[config.mk]
export PLATFORM = sky130hd
export DESIGN_NAME = ws2812_spi_bit_expander_flat
export DESIGN_NICKNAME = d
export VERILOG_FILES = /design/src/rtl/wsb_pkg.sv /design/src/rtl/wsb_ifs.sv /design/src/rtl/wsb_front.sv /design/src/rtl/wsb_fifo.sv /design/src/rtl/wsb_back.sv /design/src/rtl/ws2812_spi_bit_expander.sv /design/src/flat_wrapper.sv
export SDC_FILE = /design/constraint.sdc
export NUM_CORES = 1
export LEC_CHECK = 0
export BUFFER_PORTS_ARGS = -buffer_cell sky130_fd_sc_hd__clkbuf_2
export CELL_PAD_IN_SITES_DETAIL_PLACEMENT = 0
export CELL_PAD_IN_SITES_GLOBAL_PLACEMENT = 1
export CORE_UTILIZATION = 46
export CTS_CLUSTER_SIZE = 8
export DETAILED_ROUTE_END_ITERATION = 6
export MAX_ROUTING_LAYER = met4
export PLACE_DENSITY = 0.94
export SETUP_SLACK_MARGIN = 0.4
export SYNTH_ARGS = -nofsm -noshare
export SYNTH_HDL_FRONTEND = slang
export SYNTH_SLANG_ARGS = --single-unit
[constraint.sdc]
create_clock -name clock -period 8.3 [get_ports clock]
set_input_delay 0.83 -clock clock [delete_from_list [all_inputs] [get_ports clock]]
set_output_delay 0.83 -clock clock [all_outputs]
set_load 0.005 [all_outputs]
[src/rtl/wsb_pkg.sv]
// wsb_pkg: shared types, constants and the symbol encoder for the WS2812 SPI expander.
// No dependencies; every other RTL file of the block but wsb_ifs uses it.
`default_nettype none

package wsb_pkg;

   // Byte counter width: holds the longest command, which is 64 latch bytes.
   localparam int CNT_W = 7;

   // Register indexes within the configuration map (byte address = 4 * index).
   localparam logic [1:0] REG_CHANNEL_ORDER    = 2'd0;
   localparam logic [1:0] REG_WHITE_ENABLE     = 2'd1;
   localparam logic [1:0] REG_RESET_BYTE_COUNT = 2'd2;

   // Channel order codes; the unused code sends green-red-blue.
   localparam logic [1:0] ORDER_GRB = 2'd0;
   localparam logic [1:0] ORDER_RGB = 2'd1;
   localparam logic [1:0] ORDER_BGR = 2'd2;

   // Request kinds
   localparam logic KIND_PIXEL = 1'b0;
   localparam logic KIND_EOF   = 1'b1;

   localparam logic [CNT_W-1:0] RESET_MAX         = 7'd64;
   localparam logic [CNT_W-1:0] RESET_COUNT_INIT  = 7'd64;
   localparam logic [CNT_W-1:0] RGB_BYTES         = 7'd12;
   localparam logic [CNT_W-1:0] RGBW_BYTES        = 7'd16;

   // SPI nibble symbols: three high bits for a one, one for a zero.
   localparam logic [3:0] SYM_ONE  = 4'b1110;
   localparam logic [3:0] SYM_ZERO = 4'b1000;

   // Command queue between front and back end
   localparam int QUEUE_DEPTH = 2;

   typedef struct packed {
      logic [1:0]       channel_order;
      logic             white_enable;
      logic [CNT_W-1:0] reset_byte_count;
   } cfg_type;

   // One classified request: either a pixel (channels already in send order)
   // or an end-of-frame with its saturated latch byte count.
   typedef struct packed {
      logic             is_eof;
      logic             preamble;
      logic             white;
      logic [CNT_W-1:0] eof_count;
      logic [3:0][7:0]  chan;      // chan[0] goes out first
   } cmd_type;

   // SPI byte idx (0..3) of a color byte: bit pairs taken MSB first,
   // the more significant bit of the pair in the high nibble.
   function automatic logic [7:0] symbol_byte(input logic [7:0] value,
                                              input logic [1:0] idx);
      logic [1:0] pair;
      unique case (idx)
         2'd0:    pair = value[7:6];
         2'd1:    pair = value[5:4];
         2'd2:    pair = value[3:2];
         default: pair = value[1:0];
      endcase
      return {pair[1] ? SYM_ONE : SYM_ZERO, pair[0] ? SYM_ONE : SYM_ZERO};
   endfunction

endpackage

`default_nettype wire

[src/rtl/wsb_ifs.sv]
// wsb_ifs: valid/ready channel interfaces for pixel requests and SPI byte results.
// Depends on nothing beyond the handshake convention (accept on valid & ready).
`default_nettype none

interface wsb_req_if;
   logic       valid;
   logic       ready;
   logic       kind;
   logic [7:0] red;
   logic [7:0] green;
   logic [7:0] blue;
   logic [7:0] white;

   modport source (output valid, kind, red, green, blue, white, input ready);
   modport sink   (input valid, kind, red, green, blue, white, output ready);
endinterface

interface wsb_rsp_if;
   logic       valid;
   logic       ready;
   logic [7:0] spi_byte;
   logic       last;

   modport source (output valid, spi_byte, last, input ready);
   modport sink   (input valid, spi_byte, last, output ready);
endinterface

`default_nettype wire

[src/rtl/wsb_front.sv]
// wsb_front: accepts requests, tracks the open frame and builds queue commands.
// Depends on wsb_pkg and wsb_ifs.
`default_nettype none

module wsb_front (
   input  wire logic            clock,
   input  wire logic            reset,
   wsb_req_if.sink              req,
   input  wire wsb_pkg::cfg_type cfg,
   input  wire logic            q_full,
   output wsb_pkg::cmd_type     q_cmd,
   output logic                 q_push
);

   logic frame_open_ff;
   logic frame_open_in;
   logic accept;

   assign req.ready = !q_full;
   assign accept    = req.valid && req.ready;
   assign q_push    = accept;

   // Classify the request and put channels in send order
   always_comb begin
      q_cmd          = '0;
      q_cmd.is_eof   = (req.kind == wsb_pkg::KIND_EOF);
      q_cmd.preamble = !frame_open_ff;
      q_cmd.white    = cfg.white_enable;
      q_cmd.eof_count = (cfg.reset_byte_count > wsb_pkg::RESET_MAX) ?
                        wsb_pkg::RESET_MAX : cfg.reset_byte_count;
      q_cmd.chan[3]  = req.white;
      unique case (cfg.channel_order)
         wsb_pkg::ORDER_RGB: begin
            q_cmd.chan[0] = req.red;
            q_cmd.chan[1] = req.green;
            q_cmd.chan[2] = req.blue;
         end
         wsb_pkg::ORDER_BGR: begin
            q_cmd.chan[0] = req.blue;
            q_cmd.chan[1] = req.green;
            q_cmd.chan[2] = req.red;
         end
         default: begin
            q_cmd.chan[0] = req.green;
            q_cmd.chan[1] = req.red;
            q_cmd.chan[2] = req.blue;
         end
      endcase
   end

   // Pixel opens a frame, end-of-frame closes it
   always_comb begin
      frame_open_in = frame_open_ff;
      if (accept) begin
         frame_open_in = (req.kind == wsb_pkg::KIND_PIXEL);
      end
   end

   always_ff @(posedge clock) begin
      if (reset) begin
         frame_open_ff <= 1'b0;
      end else begin
         frame_open_ff <= frame_open_in;
      end
   end

   // A pixel request always leaves the frame open
   a_pixel_opens: assert property (@(posedge clock) disable iff (reset)
      (accept && req.kind == wsb_pkg::KIND_PIXEL) |=> frame_open_ff)
      else $error("frame not open after pixel request");

endmodule

`default_nettype wire

[src/rtl/wsb_fifo.sv]
// wsb_fifo: short command queue between the front and back end.
// Depends on wsb_pkg for the command type and depth.
`default_nettype none

module wsb_fifo (
   input  wire logic             clock,
   input  wire logic             reset,
   input  wire logic             push,
   input  wire wsb_pkg::cmd_type push_cmd,
   output logic                  full,
   input  wire logic             pop,
   output wsb_pkg::cmd_type      head_cmd,
   output logic                  head_valid
);

   localparam int PTR_W = (wsb_pkg::QUEUE_DEPTH > 1) ? $clog2(wsb_pkg::QUEUE_DEPTH) : 1;
   localparam int CNT_W = $clog2(wsb_pkg::QUEUE_DEPTH + 1);
   localparam logic [CNT_W-1:0] DEPTH_C = CNT_W'(wsb_pkg::QUEUE_DEPTH);
   localparam logic [PTR_W-1:0] LAST_P  = PTR_W'(wsb_pkg::QUEUE_DEPTH - 1);

   wsb_pkg::cmd_type mem_ff [wsb_pkg::QUEUE_DEPTH];
   logic [PTR_W-1:0] wr_ptr_ff, wr_ptr_in;
   logic [PTR_W-1:0] rd_ptr_ff, rd_ptr_in;
   logic [CNT_W-1:0] count_ff, count_in;

   assign full       = (count_ff == DEPTH_C);
   assign head_valid = (count_ff != '0);
   assign head_cmd   = mem_ff[rd_ptr_ff];

   // Pointer and fill tracking
   always_comb begin
      wr_ptr_in = wr_ptr_ff;
      rd_ptr_in = rd_ptr_ff;
      count_in  = count_ff;
      if (push) begin
         wr_ptr_in = (wr_ptr_ff == LAST_P) ? '0 : wr_ptr_ff + 1'b1;
      end
      if (pop) begin
         rd_ptr_in = (rd_ptr_ff == LAST_P) ? '0 : rd_ptr_ff + 1'b1;
      end
      priority if (push && !pop) begin
         count_in = count_ff + 1'b1;
      end else if (pop && !push) begin
         count_in = count_ff - 1'b1;
      end else begin
         count_in = count_ff;
      end
   end

   always_ff @(posedge clock) begin
      if (reset) begin
         wr_ptr_ff <= '0;
         rd_ptr_ff <= '0;
         count_ff  <= '0;
      end else begin
         wr_ptr_ff <= wr_ptr_in;
         rd_ptr_ff <= rd_ptr_in;
         count_ff  <= count_in;
      end
   end

   // Storage
   always_ff @(posedge clock) begin
      if (push) begin
         mem_ff[wr_ptr_ff] <= push_cmd;
      end
   end

   a_no_overflow: assert property (@(posedge clock) disable iff (reset)
      push |-> (!full || pop))
      else $error("command queue overflow");

   a_no_underflow: assert property (@(posedge clock) disable iff (reset)
      pop |-> head_valid)
      else $error("command queue underflow");

endmodule

`default_nettype wire

[src/rtl/wsb_back.sv]
// wsb_back: shifts the queue head out as registered SPI bytes, one per cycle unless stalled.
// Depends on wsb_pkg and wsb_ifs.
`default_nettype none

module wsb_back #(
   parameter int PREAMBLE_BYTES = 4
) (
   input  wire logic             clock,
   input  wire logic             reset,
   input  wire wsb_pkg::cmd_type head_cmd,
   input  wire logic             head_valid,
   output logic                  pop,
   wsb_rsp_if.source             rsp
);

   localparam logic [wsb_pkg::CNT_W-1:0] PRE_LEN = wsb_pkg::CNT_W'(PREAMBLE_BYTES);

   logic [wsb_pkg::CNT_W-1:0] cnt_ff, cnt_in;
   logic                      valid_ff, valid_in;
   logic [7:0]                byte_ff, byte_in;
   logic                      last_ff, last_in;

   logic [wsb_pkg::CNT_W-1:0] total;
   logic [wsb_pkg::CNT_W-1:0] pre_len;
   logic [wsb_pkg::CNT_W-1:0] data_idx;
   logic                      in_pre;
   logic                      slot_free;
   logic                      is_last;
   logic [7:0]                next_byte;

   // Length of the head command
   always_comb begin
      pre_len = head_cmd.preamble ? PRE_LEN : '0;
      if (head_cmd.is_eof) begin
         total = head_cmd.eof_count;
      end else begin
         total = pre_len + (head_cmd.white ? wsb_pkg::RGBW_BYTES : wsb_pkg::RGB_BYTES);
      end
   end

   // Byte at the current position
   assign in_pre   = (cnt_ff < pre_len);
   assign data_idx = cnt_ff - pre_len;
   assign is_last  = (cnt_ff == total - 1'b1);

   always_comb begin
      if (head_cmd.is_eof || in_pre) begin
         next_byte = 8'h00;
      end else begin
         next_byte = wsb_pkg::symbol_byte(head_cmd.chan[data_idx[3:2]], data_idx[1:0]);
      end
   end

   assign slot_free = !valid_ff || rsp.ready;

   // Sequencer: empty commands retire without output
   always_comb begin
      cnt_in   = cnt_ff;
      valid_in = valid_ff && !rsp.ready;
      byte_in  = byte_ff;
      last_in  = last_ff;
      pop      = 1'b0;
      priority if (head_valid && total == '0) begin
         pop = 1'b1;
      end else if (head_valid && slot_free) begin
         valid_in = 1'b1;
         byte_in  = next_byte;
         last_in  = is_last;
         if (is_last) begin
            cnt_in = '0;
            pop    = 1'b1;
         end else begin
            cnt_in = cnt_ff + 1'b1;
         end
      end else begin
         // nothing queued or output stalled: hold position
         cnt_in = cnt_ff;
      end
   end

   always_ff @(posedge clock) begin
      if (reset) begin
         cnt_ff   <= '0;
         valid_ff <= 1'b0;
      end else begin
         cnt_ff   <= cnt_in;
         valid_ff <= valid_in;
      end
      byte_ff <= byte_in;
      last_ff <= last_in;
   end

   assign rsp.valid    = valid_ff;
   assign rsp.spi_byte = byte_ff;
   assign rsp.last     = last_ff;

   // Mid-command the head must still be present
   a_head_held: assert property (@(posedge clock) disable iff (reset)
      (cnt_ff != '0) |-> head_valid)
      else $error("queue head lost in the middle of a command");

   a_cnt_bound: assert property (@(posedge clock) disable iff (reset)
      head_valid |-> (cnt_ff < total || total == '0))
      else $error("byte counter past command length");

endmodule

`default_nettype wire

[src/rtl/ws2812_spi_bit_expander.sv]
// WS2812 SPI bit expander. Each pixel request produces 12 SPI bytes (16 with white
// enabled), preceded by PREAMBLE_BYTES zero bytes on the first pixel of a frame;
// an end-of-frame request produces reset_byte_count zero bytes (capped at 64), and
// last is set on the final byte of every command. The back-end serializer emits one
// byte per cycle while the result channel is not stalled; an end-of-frame with a
// zero count retires from the queue with no output. A two-entry command queue lets
// the next request be accepted while the current one is still being shifted out.
// Configuration is by APB at byte addresses 0 (channel_order), 4 (white_enable),
// 8 (reset_byte_count).
`default_nettype none

module ws2812_spi_bit_expander #(
   parameter int PREAMBLE_BYTES = 4
) (
   input  wire logic        clock,
   input  wire logic        reset,
   wsb_req_if.sink          req_ch,
   wsb_rsp_if.source        rsp_ch,
   input  wire logic        csr_psel,
   input  wire logic        csr_penable,
   input  wire logic        csr_pwrite,
   input  wire logic [3:0]  csr_paddr,
   input  wire logic [31:0] csr_pwdata,
   output logic [31:0]      csr_prdata,
   output logic             csr_pready
);

   wsb_pkg::cfg_type cfg_ff, cfg_in;
   wsb_pkg::cmd_type push_cmd, head_cmd;
   logic             push, pop, q_full, head_valid;
   logic             csr_write;
   logic [1:0]       reg_idx;

   assign csr_pready = 1'b1;
   assign csr_write  = csr_psel && csr_penable && csr_pwrite && csr_pready;
   assign reg_idx    = csr_paddr[3:2];

   // Register writes
   always_comb begin
      cfg_in = cfg_ff;
      if (csr_write) begin
         unique case (reg_idx)
            wsb_pkg::REG_CHANNEL_ORDER:    cfg_in.channel_order    = csr_pwdata[1:0];
            wsb_pkg::REG_WHITE_ENABLE:     cfg_in.white_enable     = csr_pwdata[0];
            wsb_pkg::REG_RESET_BYTE_COUNT:
               cfg_in.reset_byte_count = csr_pwdata[wsb_pkg::CNT_W-1:0];
            default: ;
         endcase
      end
   end

   always_ff @(posedge clock) begin
      if (reset) begin
         cfg_ff.channel_order    <= wsb_pkg::ORDER_GRB;
         cfg_ff.white_enable     <= 1'b0;
         cfg_ff.reset_byte_count <= wsb_pkg::RESET_COUNT_INIT;
      end else begin
         cfg_ff <= cfg_in;
      end
   end

   // Register reads
   always_comb begin
      unique case (reg_idx)
         wsb_pkg::REG_CHANNEL_ORDER:    csr_prdata = {30'd0, cfg_ff.channel_order};
         wsb_pkg::REG_WHITE_ENABLE:     csr_prdata = {31'd0, cfg_ff.white_enable};
         wsb_pkg::REG_RESET_BYTE_COUNT:
            csr_prdata = {{(32-wsb_pkg::CNT_W){1'b0}}, cfg_ff.reset_byte_count};
         default:                       csr_prdata = 32'd0;
      endcase
   end

   wsb_front u_front (
      .clock  (clock),
      .reset  (reset),
      .req    (req_ch),
      .cfg    (cfg_ff),
      .q_full (q_full),
      .q_cmd  (push_cmd),
      .q_push (push)
   );

   wsb_fifo u_fifo (
      .clock      (clock),
      .reset      (reset),
      .push       (push),
      .push_cmd   (push_cmd),
      .full       (q_full),
      .pop        (pop),
      .head_cmd   (head_cmd),
      .head_valid (head_valid)
   );

   wsb_back #(
      .PREAMBLE_BYTES (PREAMBLE_BYTES)
   ) u_back (
      .clock      (clock),
      .reset      (reset),
      .head_cmd   (head_cmd),
      .head_valid (head_valid),
      .pop        (pop),
      .rsp        (rsp_ch)
   );

endmodule

`default_nettype wire
[src/flat_wrapper.sv]
// flat-port wrapper written by rule: the top's interface ports become plain ports
module ws2812_spi_bit_expander_flat 
#(
   parameter int PREAMBLE_BYTES = 4
)
  (clock, reset, csr_psel, csr_penable, csr_pwrite, csr_paddr, csr_pwdata, csr_prdata, csr_pready, req_ch_valid, req_ch_kind, req_ch_red, req_ch_green, req_ch_blue, req_ch_white, req_ch_ready, rsp_ch_valid, rsp_ch_spi_byte, rsp_ch_last, rsp_ch_ready);
  wsb_req_if req_ch_i ();
  wsb_rsp_if rsp_ch_i ();
  input  wire logic clock;
  input  wire logic reset;
  input  wire logic csr_psel;
  input  wire logic csr_penable;
  input  wire logic csr_pwrite;
  input  wire logic [3:0] csr_paddr;
  input  wire logic [31:0] csr_pwdata;
  output logic [31:0] csr_prdata;
  output logic csr_pready;
  input wire logic [$bits(req_ch_i.valid)-1:0] req_ch_valid;
  input wire logic [$bits(req_ch_i.kind)-1:0] req_ch_kind;
  input wire logic [$bits(req_ch_i.red)-1:0] req_ch_red;
  input wire logic [$bits(req_ch_i.green)-1:0] req_ch_green;
  input wire logic [$bits(req_ch_i.blue)-1:0] req_ch_blue;
  input wire logic [$bits(req_ch_i.white)-1:0] req_ch_white;
  output wire logic [$bits(req_ch_i.ready)-1:0] req_ch_ready;
  output wire logic [$bits(rsp_ch_i.valid)-1:0] rsp_ch_valid;
  output wire logic [$bits(rsp_ch_i.spi_byte)-1:0] rsp_ch_spi_byte;
  output wire logic [$bits(rsp_ch_i.last)-1:0] rsp_ch_last;
  input wire logic [$bits(rsp_ch_i.ready)-1:0] rsp_ch_ready;
  assign req_ch_i.valid = req_ch_valid;
  assign req_ch_i.kind = req_ch_kind;
  assign req_ch_i.red = req_ch_red;
  assign req_ch_i.green = req_ch_green;
  assign req_ch_i.blue = req_ch_blue;
  assign req_ch_i.white = req_ch_white;
  assign req_ch_ready = req_ch_i.ready;
  assign rsp_ch_valid = rsp_ch_i.valid;
  assign rsp_ch_spi_byte = rsp_ch_i.spi_byte;
  assign rsp_ch_last = rsp_ch_i.last;
  assign rsp_ch_i.ready = rsp_ch_ready;
  ws2812_spi_bit_expander #(.PREAMBLE_BYTES(PREAMBLE_BYTES)) u_core (.clock(clock), .reset(reset), .req_ch(req_ch_i), .rsp_ch(rsp_ch_i), .csr_psel(csr_psel), .csr_penable(csr_penable), .csr_pwrite(csr_pwrite), .csr_paddr(csr_paddr), .csr_pwdata(csr_pwdata), .csr_prdata(csr_prdata), .csr_pready(csr_pready));
endmodule
==> results of run 1 <==
cells in the mapped netlist (all sizes together):
master	count	area, um2
o21ai	25	125
a21oi	10	53.8
or3	2	12.5
ha	11	138
conb	2	7.51
o32a	1	10.0
mux4	16	360
nand2b	6	37.5
nor3	6	30.0
and3	1	6.26
a22o	9	78.8
mux2i	15	150
nor2	17	63.8
nor2b	17	106
mux2	10	113
edfxtp	88	2640
dfxtp	24	480
a222oi	2	20.0
clkbuf	18	67.6
nand3	12	60.1
and4	1	11.3
inv	9	33.8
a22oi	10	75.1
a211o	1	8.76
buf	35	256
nand4	1	6.26
a211oi	3	22.5
xnor2	8	70.1
nor4	1	6.26
or2	4	25.0
and2	12	77.6
a21o	2	15.0
xor2	7	61.3
nand2	46	173
a31oi	4	25.0
and3b	1	8.76
o21a	1	7.51
nor3b	2	15.0
a311oi	1	15.0
per-layer routing:
metal,vias to the layer above,global-route usage (%)
met5,-,-
met4,0,7.66
met3,12,2.68
met2,97,30.0
met1,1652,22.6
li1,1654,-
how the worst max path moves through the flow:
stage | from | end | slack (ns)
2_1_floorplan | flip-flop | u_core.u_fifo.count_ff[1]$_SDFFE_PP0P_ | 4.55
3_3_place_gp | flip-flop | u_core.u_fifo.count_ff[1]$_SDFFE_PP0P_ | 4.60
3_5_place_dp | flip-flop | u_core.u_fifo.count_ff[1]$_SDFFE_PP0P_ | 4.55
4_1_cts | flip-flop | u_core.u_fifo.count_ff[1]$_SDFFE_PP0P_ | 4.54
5_1_grt | flip-flop | u_core.u_fifo.count_ff[1]$_SDFFE_PP0P_ | 4.24
6_report | flip-flop | u_core.u_fifo.count_ff[1]$_SDFFE_PP0P_ | 4.55
cells by family (layout without fill, tap and decap cells):
logic type | Yosys count | count (layout) | synth area share (%)
AOI/OAI and AO/OA | 69 | 69 | 8.34
other | 2 | 28 | 0.137
muxes | 41 | 41 | 11.4
buffers and inverters | 62 | 91 | 6.53
adders and majority gates | 11 | 11 | 2.51
xor gates and xnor gates | 15 | 15 | 2.40
DFF | 112 | 112 | 57.0
and+or+nand+nor | 129 | 129 | 11.7
flip-flops by register name (all words and copies together) (netlist names), named ones only:
| signal | cells |
|---|---|
| u_core.u_fifo.mem_ff | 84 |
| u_core.cfg_ff | 10 |
| u_core.u_back.cnt_ff | 7 |
| u_core.u_back.rsp.spi_byte | 3 |
| u_core.u_fifo.count_ff | 2 |
| u_core.u_back.rsp.last | 1 |
| u_core.u_back.rsp.valid | 1 |
| u_core.u_fifo.rd_ptr_ff | 1 |
| u_core.u_fifo.wr_ptr_ff | 1 |
| u_core.u_front.frame_open_ff | 1 |
layout make-up:
cell class	count	area, um2	area share, %
flip-flops and latches	112	3120	51.4
multi-input cells	293	2100	34.6
repair buffers	66	335	5.52
clock buffers	11	264	4.34
well taps	143	179	2.94
clock inverters	5	42.5	0.700
inverters	9	33.8	0.556
power by group through the flow:
stage / Sequential [mW] / Clock, mW / Combinational (mW)
6_report: 0.711 / 0.432 / 0.272
5_1_grt: 0.718 / 0.462 / 0.301
2_1_floorplan: 0.716 / 0 / 0.210
3_3_place_gp: 0.719 / 0 / 0.259
3_5_place_dp: 0.725 / 0 / 0.270
4_1_cts: 0.712 / 0.437 / 0.273
==> results.sh, run 1 <==
export IMPL_placed_area_um2=5770
export IMPL_portBuffers=64
export IMPL_root_buffer="clkbuf_16"
export IMPL_pre_cts_ws_ns=4.55
export IMPL_fill_cells=965
export IMPL_final_common_cell="edfxtp_1"
export IMPL_p_sw_share_pct=26.8
export IMPL_wl_met3_um=423
export IMPL_slew_violations=0
export IMPL_avgSynthCellArea_um2=12.4
export IMPL_cp_start_kind="flip-flop"
export IMPL_areaGrowthSynthToFinish_pct=11.0
export IMPL_finalPower_mw=1.42
export IMPL_syn_inst=441
export IMPL_hp_class="flip-flop to flip-flop"
export IMPL_worstPathArrival_ns=4.03
export IMPL_cts_buffers=9
export IMPL_initial_core_util_pct=47.6
export IMPL_grt_first_pass_wirelength_mm=17.0
export IMPL_finalWeightedCongestion=0.819
export IMPL_yosys_warnings=0
export IMPL_r2r_slack_ns=4.55
export IMPL_violations="design-rule violations"
export IMPL_dr_pass1_iters=6
export IMPL_drtIter0Drc=238
export IMPL_die_h_um=111
export IMPL_antenna_left=0
export IMPL_critical_path_cell_count=12
export IMPL_drv_cap=0
export IMPL_worstMarginPinSlew_ns=1.19
export IMPL_status="complete, but fails checks"
export IMPL_synth_seq_cells=112
export IMPL_fmax_ghz=0.267
export IMPL_period_share_pct=45.2
export IMPL_fin_nets=578
export IMPL_criticalPathCategory="flip-flop to flip-flop"
export IMPL_clk_pin_slew_ns=0.07
export IMPL_grt_use_total_pct=18.2
export IMPL_antenna_found_initial=0
export IMPL_htreeDepth=3
export IMPL_ir_drop_uv=142
export IMPL_drc_errors=6
export IMPL_cts_num_sinks=112
export IMPL_crit_family="simple AND/OR/NAND/NOR gates"
export IMPL_setup_viol=0
export IMPL_hold_violations=0
export IMPL_ys_types=45
export IMPL_p_sw_uw=379
export IMPL_clock_path_buffers=2
export IMPL_wl_per_cell_um=16.0
export IMPL_hold_depth=0
export IMPL_fin_area_um2=6080
export IMPL_cp_required_ns=8.58
export IMPL_wl_mm=10.2
export IMPL_rr_endpoint="u_core.u_fifo.count_ff[1]$_SDFFE_PP0P_"
export IMPL_cts_setup_buffers=0
export IMPL_core_rowCount=39
export IMPL_synth_area_um2=5480
export IMPL_die_x_um=111
export IMPL_viasPerCell=5.34
export IMPL_ioPinCount=120
export IMPL_layout_setup_ws_ns=4.55
export IMPL_path_buf_inv=1
export IMPL_hp_start="u_core.cfg_ff[7]$_SDFFE_PP0P_"
export IMPL_fin_util_pct=52.8
export IMPL_finalSetupTns_ns=0
export IMPL_layout_min_cycle_time_ns=3.75
export IMPL_combPwrFrac_pct=19.2
export IMPL_leakage_nw=2.25
export IMPL_drive_gt1_share_pct=23.4
export IMPL_postCtsHoldBufs=0
export IMPL_dp_cells=623
export IMPL_met1Wirelength_mm=4.49
export IMPL_p_int_mw=1.04
export IMPL_finClkSkew_ns=0.00840
export IMPL_fin_hold_ws_ns=0.484
export IMPL_core_um2=11500
export IMPL_pwr_share_seq_pct=50.2
export IMPL_seq_area_frac_synth_pct=57.0
export IMPL_cts_resized=0
export IMPL_die_area_um2=12300
export IMPL_met2_length_mm=5.21
export IMPL_relSlewSlack_pct=20.7
export IMPL_cts_tree="done"
export IMPL_power_frac_clock_pct=30.6
export IMPL_crit_chain="buf_4 -> mux2i_1 -> ha_1 -> nor2b_1 -> or3_1 -> and4_4 -> a21o_1 -> and2_1 -> o32a_1 -> ha_1 -> or3_1 -> a21oi_1"
export IMPL_grt_max_degree=43
export IMPL_critPathMaxStageDelay_ns=0.40
export IMPL_overflow=0
export IMPL_whs_endpoint="u_core.u_fifo.mem_ff[1][39]$_DFFE_PP_"
export IMPL_final_cell_mix="edfxtp_1, clkbuf_2, nand2_1"
export IMPL_highest_layer="met4"
export IMPL_reg2reg_depth=12
export IMPL_path_max_fanout=30
export IMPL_insertedDiodeCount=0
export IMPL_grt_pass1_vias=3450
export IMPL_critPathSlowestCell="buf_4"
export IMPL_worst_skew_pair_late_latency_ns=0.35
export IMPL_end_kind="flip-flop"
export IMPL_place_hpwl_mm=7.37
export IMPL_rsz0062_at_grt="false"
export IMPL_pwr_density_cell_nw_per_um2=233
export IMPL_dr_total_vias=3415
export IMPL_instances_no_fill=639
Note: power is estimated with default switching activity, not from simulation.
==> inputs of run 2 (changes only) <==
--- a/config.mk
+++ b/config.mk
@@ -8,11 +8,11 @@
 export BUFFER_PORTS_ARGS = -buffer_cell sky130_fd_sc_hd__clkbuf_2
 export CELL_PAD_IN_SITES_DETAIL_PLACEMENT = 0
 export CELL_PAD_IN_SITES_GLOBAL_PLACEMENT = 1
-export CORE_UTILIZATION = 46
+export CORE_UTILIZATION = 39
 export CTS_CLUSTER_SIZE = 8
 export DETAILED_ROUTE_END_ITERATION = 6
 export MAX_ROUTING_LAYER = met4
-export PLACE_DENSITY = 0.94
+export PLACE_DENSITY = 0.86
 export SETUP_SLACK_MARGIN = 0.4
 export SYNTH_ARGS = -nofsm -noshare
 export SYNTH_HDL_FRONTEND = slang
==> constraint.sdc (replaced) <==
create_clock -name clock -period 3.16 [get_ports clock]
set_input_delay 0.316 -clock clock [delete_from_list [all_inputs] [get_ports clock]]
set_output_delay 0.316 -clock clock [all_outputs]
set_load 0.005 [all_outputs]
==> results.sh, run 2 (same netlist as run 1, synthesis figures left out) <==
export IMPL_status="complete, but fails checks"
export IMPL_violations="negative setup slack"
export IMPL_wl_met3_um=513
export IMPL_worst_skew_pair_late_latency_ns=0.35
export IMPL_grt_pass1_vias=3472
export IMPL_rsz0062_at_grt="true"
export IMPL_fin_util_pct=48.7
export IMPL_dr_total_vias=3602
export IMPL_setup_viol=1
export IMPL_antenna_left=0
export IMPL_pwr_density_cell_nw_per_um2=595
export IMPL_reg_top3="u_core.u_fifo.mem_ff: 84 flops, u_core.cfg_ff: 10 flops, u_core.u_back.cnt_ff: 7 flops"
export IMPL_reg2reg_depth=13
export IMPL_cts_buffers=9
export IMPL_path_max_fanout=6
export IMPL_drtIter0Drc=235
export IMPL_rr_endpoint="u_core.u_fifo.count_ff[1]$_SDFFE_PP0P_"
export IMPL_crit_family="simple AND/OR/NAND/NOR gates"
export IMPL_crit_chain="mux2i_4 -> ha_4 -> nor2b_1 -> nor3_1 -> a311oi_2 -> buf_4 -> nand3_1 -> and2_4 -> o32a_1 -> ha_4 -> xor2_2 -> or3_4 -> a21oi_2"
export IMPL_worstMarginPinSlew_ns=0.992
export IMPL_path_buf_inv=1
export IMPL_fmax_ghz=0.315
export IMPL_largest_reg_flops=84
export IMPL_initial_core_util_pct=40.7
export IMPL_relSlewSlack_pct=33.9
export IMPL_grt_use_total_pct=15.9
export IMPL_end_kind="flip-flop"
export IMPL_dr_pass1_iters=5
export IMPL_clock_path_buffers=2
export IMPL_antenna_found_initial=0
export IMPL_root_buffer="clkbuf_16"
export IMPL_grt_max_degree=43
export IMPL_critPathSlowestCell="dfxtp_4"
export IMPL_ioPinCount=120
export IMPL_die_h_um=121
export IMPL_areaGrowthSynthToFinish_pct=19.7
export IMPL_worstPathArrival_ns=3.46
export IMPL_regMostFlops="u_core.u_fifo.mem_ff"
export IMPL_core_um2=13500
export IMPL_crit_end="u_core.u_fifo.count_ff[1]$_SDFFE_PP0P_"
export IMPL_die_x_um=121
export IMPL_insertedDiodeCount=0
export IMPL_htreeDepth=3
export IMPL_final_cell_mix="edfxtp_1, clkbuf_2, nand2_1"
export IMPL_finalSetupTns_ns=-0.0190
export IMPL_die_area_um2=14500
export IMPL_ir_drop_uv=244
export IMPL_hold_violations=0
export IMPL_fin_nets=605
export IMPL_drv_cap=0
export IMPL_met1Wirelength_mm=4.76
export IMPL_period_share_pct=101
export IMPL_final_common_cell="edfxtp_1"
export IMPL_layout_min_cycle_time_ns=3.18
export IMPL_drive_gt1_share_pct=31.4
export IMPL_cts_tree="done"
export IMPL_grt_first_pass_wirelength_mm=17.2
export IMPL_fin_hold_ws_ns=0.163
export IMPL_drc_errors=0
export IMPL_finalWeightedCongestion=0.840
export IMPL_criticalPathCategory="flip-flop to flip-flop"
export IMPL_critical_path_cell_count=13
export IMPL_portBuffers=64
export IMPL_critPathMaxStageDelay_ns=0.42
export IMPL_crit_top_cell="ha_4"
export IMPL_met2_length_mm=5.41
export IMPL_overflow=0
export IMPL_layout_setup_ws_ns=-0.0190
export IMPL_viasPerCell=5.15
export IMPL_r2r_slack_ns=-0.02
export IMPL_highest_layer="met4"
export IMPL_finClkSkew_ns=0.0110
export IMPL_slew_violations=0
export IMPL_finalPower_mw=3.90
export IMPL_leakage_nw=2.45
export IMPL_cp_start_kind="flip-flop"
export IMPL_cp_required_ns=3.44
export IMPL_core_rowCount=42
export IMPL_wl_per_cell_um=15.6
export IMPL_hp_class="input pin to flip-flop"
export IMPL_clk_pin_slew_ns=0.08
export IMPL_place_hpwl_mm=7.62
export IMPL_cts_num_sinks=112
export IMPL_wl_mm=10.9
[run 2: how the worst min path moves through the flow]
stage / startpoint / end / slack (ns) / cells after the start
final: req_ch_white[4] / u_core.u_fifo.mem_ff[0][28]$_DFFE_PP_ / 0.16 / 1
after global placement: u_core.u_front.frame_open_ff$_SDFFE_PP0P_ / u_core.u_fifo.mem_ff[1][40]$_DFFE_PP_ / 0.45 / 1
after global routing: req_ch_white[4] / u_core.u_fifo.mem_ff[0][28]$_DFFE_PP_ / 0.17 / 1
after CTS: req_ch_white[4] / u_core.u_fifo.mem_ff[0][28]$_DFFE_PP_ / 0.16 / 1
after detailed placement: u_core.u_front.frame_open_ff$_SDFFE_PP0P_ / u_core.u_fifo.mem_ff[1][40]$_DFFE_PP_ / 0.47 / 1
after floorplan: reset / u_core.u_front.frame_open_ff$_SDFFE_PP0P_ / 0.39 / 1
[run 2: area by class of cell]
cell class | instances | area [um2]
fill | 1153 | 6900
sequential | 112 | 3130
multi-input combinational | 293 | 2280
timing repair buffer | 93 | 596
clock buffer | 11 | 254
tap | 176 | 220
clock inverter | 5 | 46.3
inverter | 9 | 36.3
[run 2: per-stage QoR]
stage          cell area, um2  cells  setup slack, ns
2_1_floorplan            5640    467           -0.189
3_3_place_gp             5960    672           0.0135
3_5_place_dp             5960    672          -0.0394
4_1_cts                  6400    695           0.0597
5_1_grt                  6560    699           -0.126
6_report                 6560    699          -0.0190
[run 2: per-layer routing]
layer / global-route usage [%] / vias to the layer above
met4: 6.79 / 0
met2: 26.0 / 124
li1: - / 1706
met5: - / -
met3: 1.89 / 14
met1: 20.0 / 1758
[run 2: report_power, final]
part / total [mW] / switching [mW] / internal [mW]
clock: 1.12 / 0.523 / 0.598
combinational: 0.912 / 0.454 / 0.458
sequential: 1.87 / 0.0805 / 1.79
total: 3.90 / 1.06 / 2.85
[run 2: timing repair]
item	in CTS	in global routing
endpoints found under the setup margin	14	10
gates cloned	0	1
setup buffers	7	3
hold buffers	0	0
resized for setup	15	22
pin swaps	9	14
[run 2: worst reg2reg max path, cell delays in order (launching register included)]
cell and delay [ns]:
dfxtp_4 0.42, mux2i_4 0.30, ha_4 0.17, nor2b_1 0.15
nor3_1 0.08, a311oi_2 0.33, buf_4 0.18, nand3_1 0.10
and2_4 0.18, o32a_1 0.37, ha_4 0.18, xor2_2 0.15
or3_4 0.38, a21oi_2 0.13
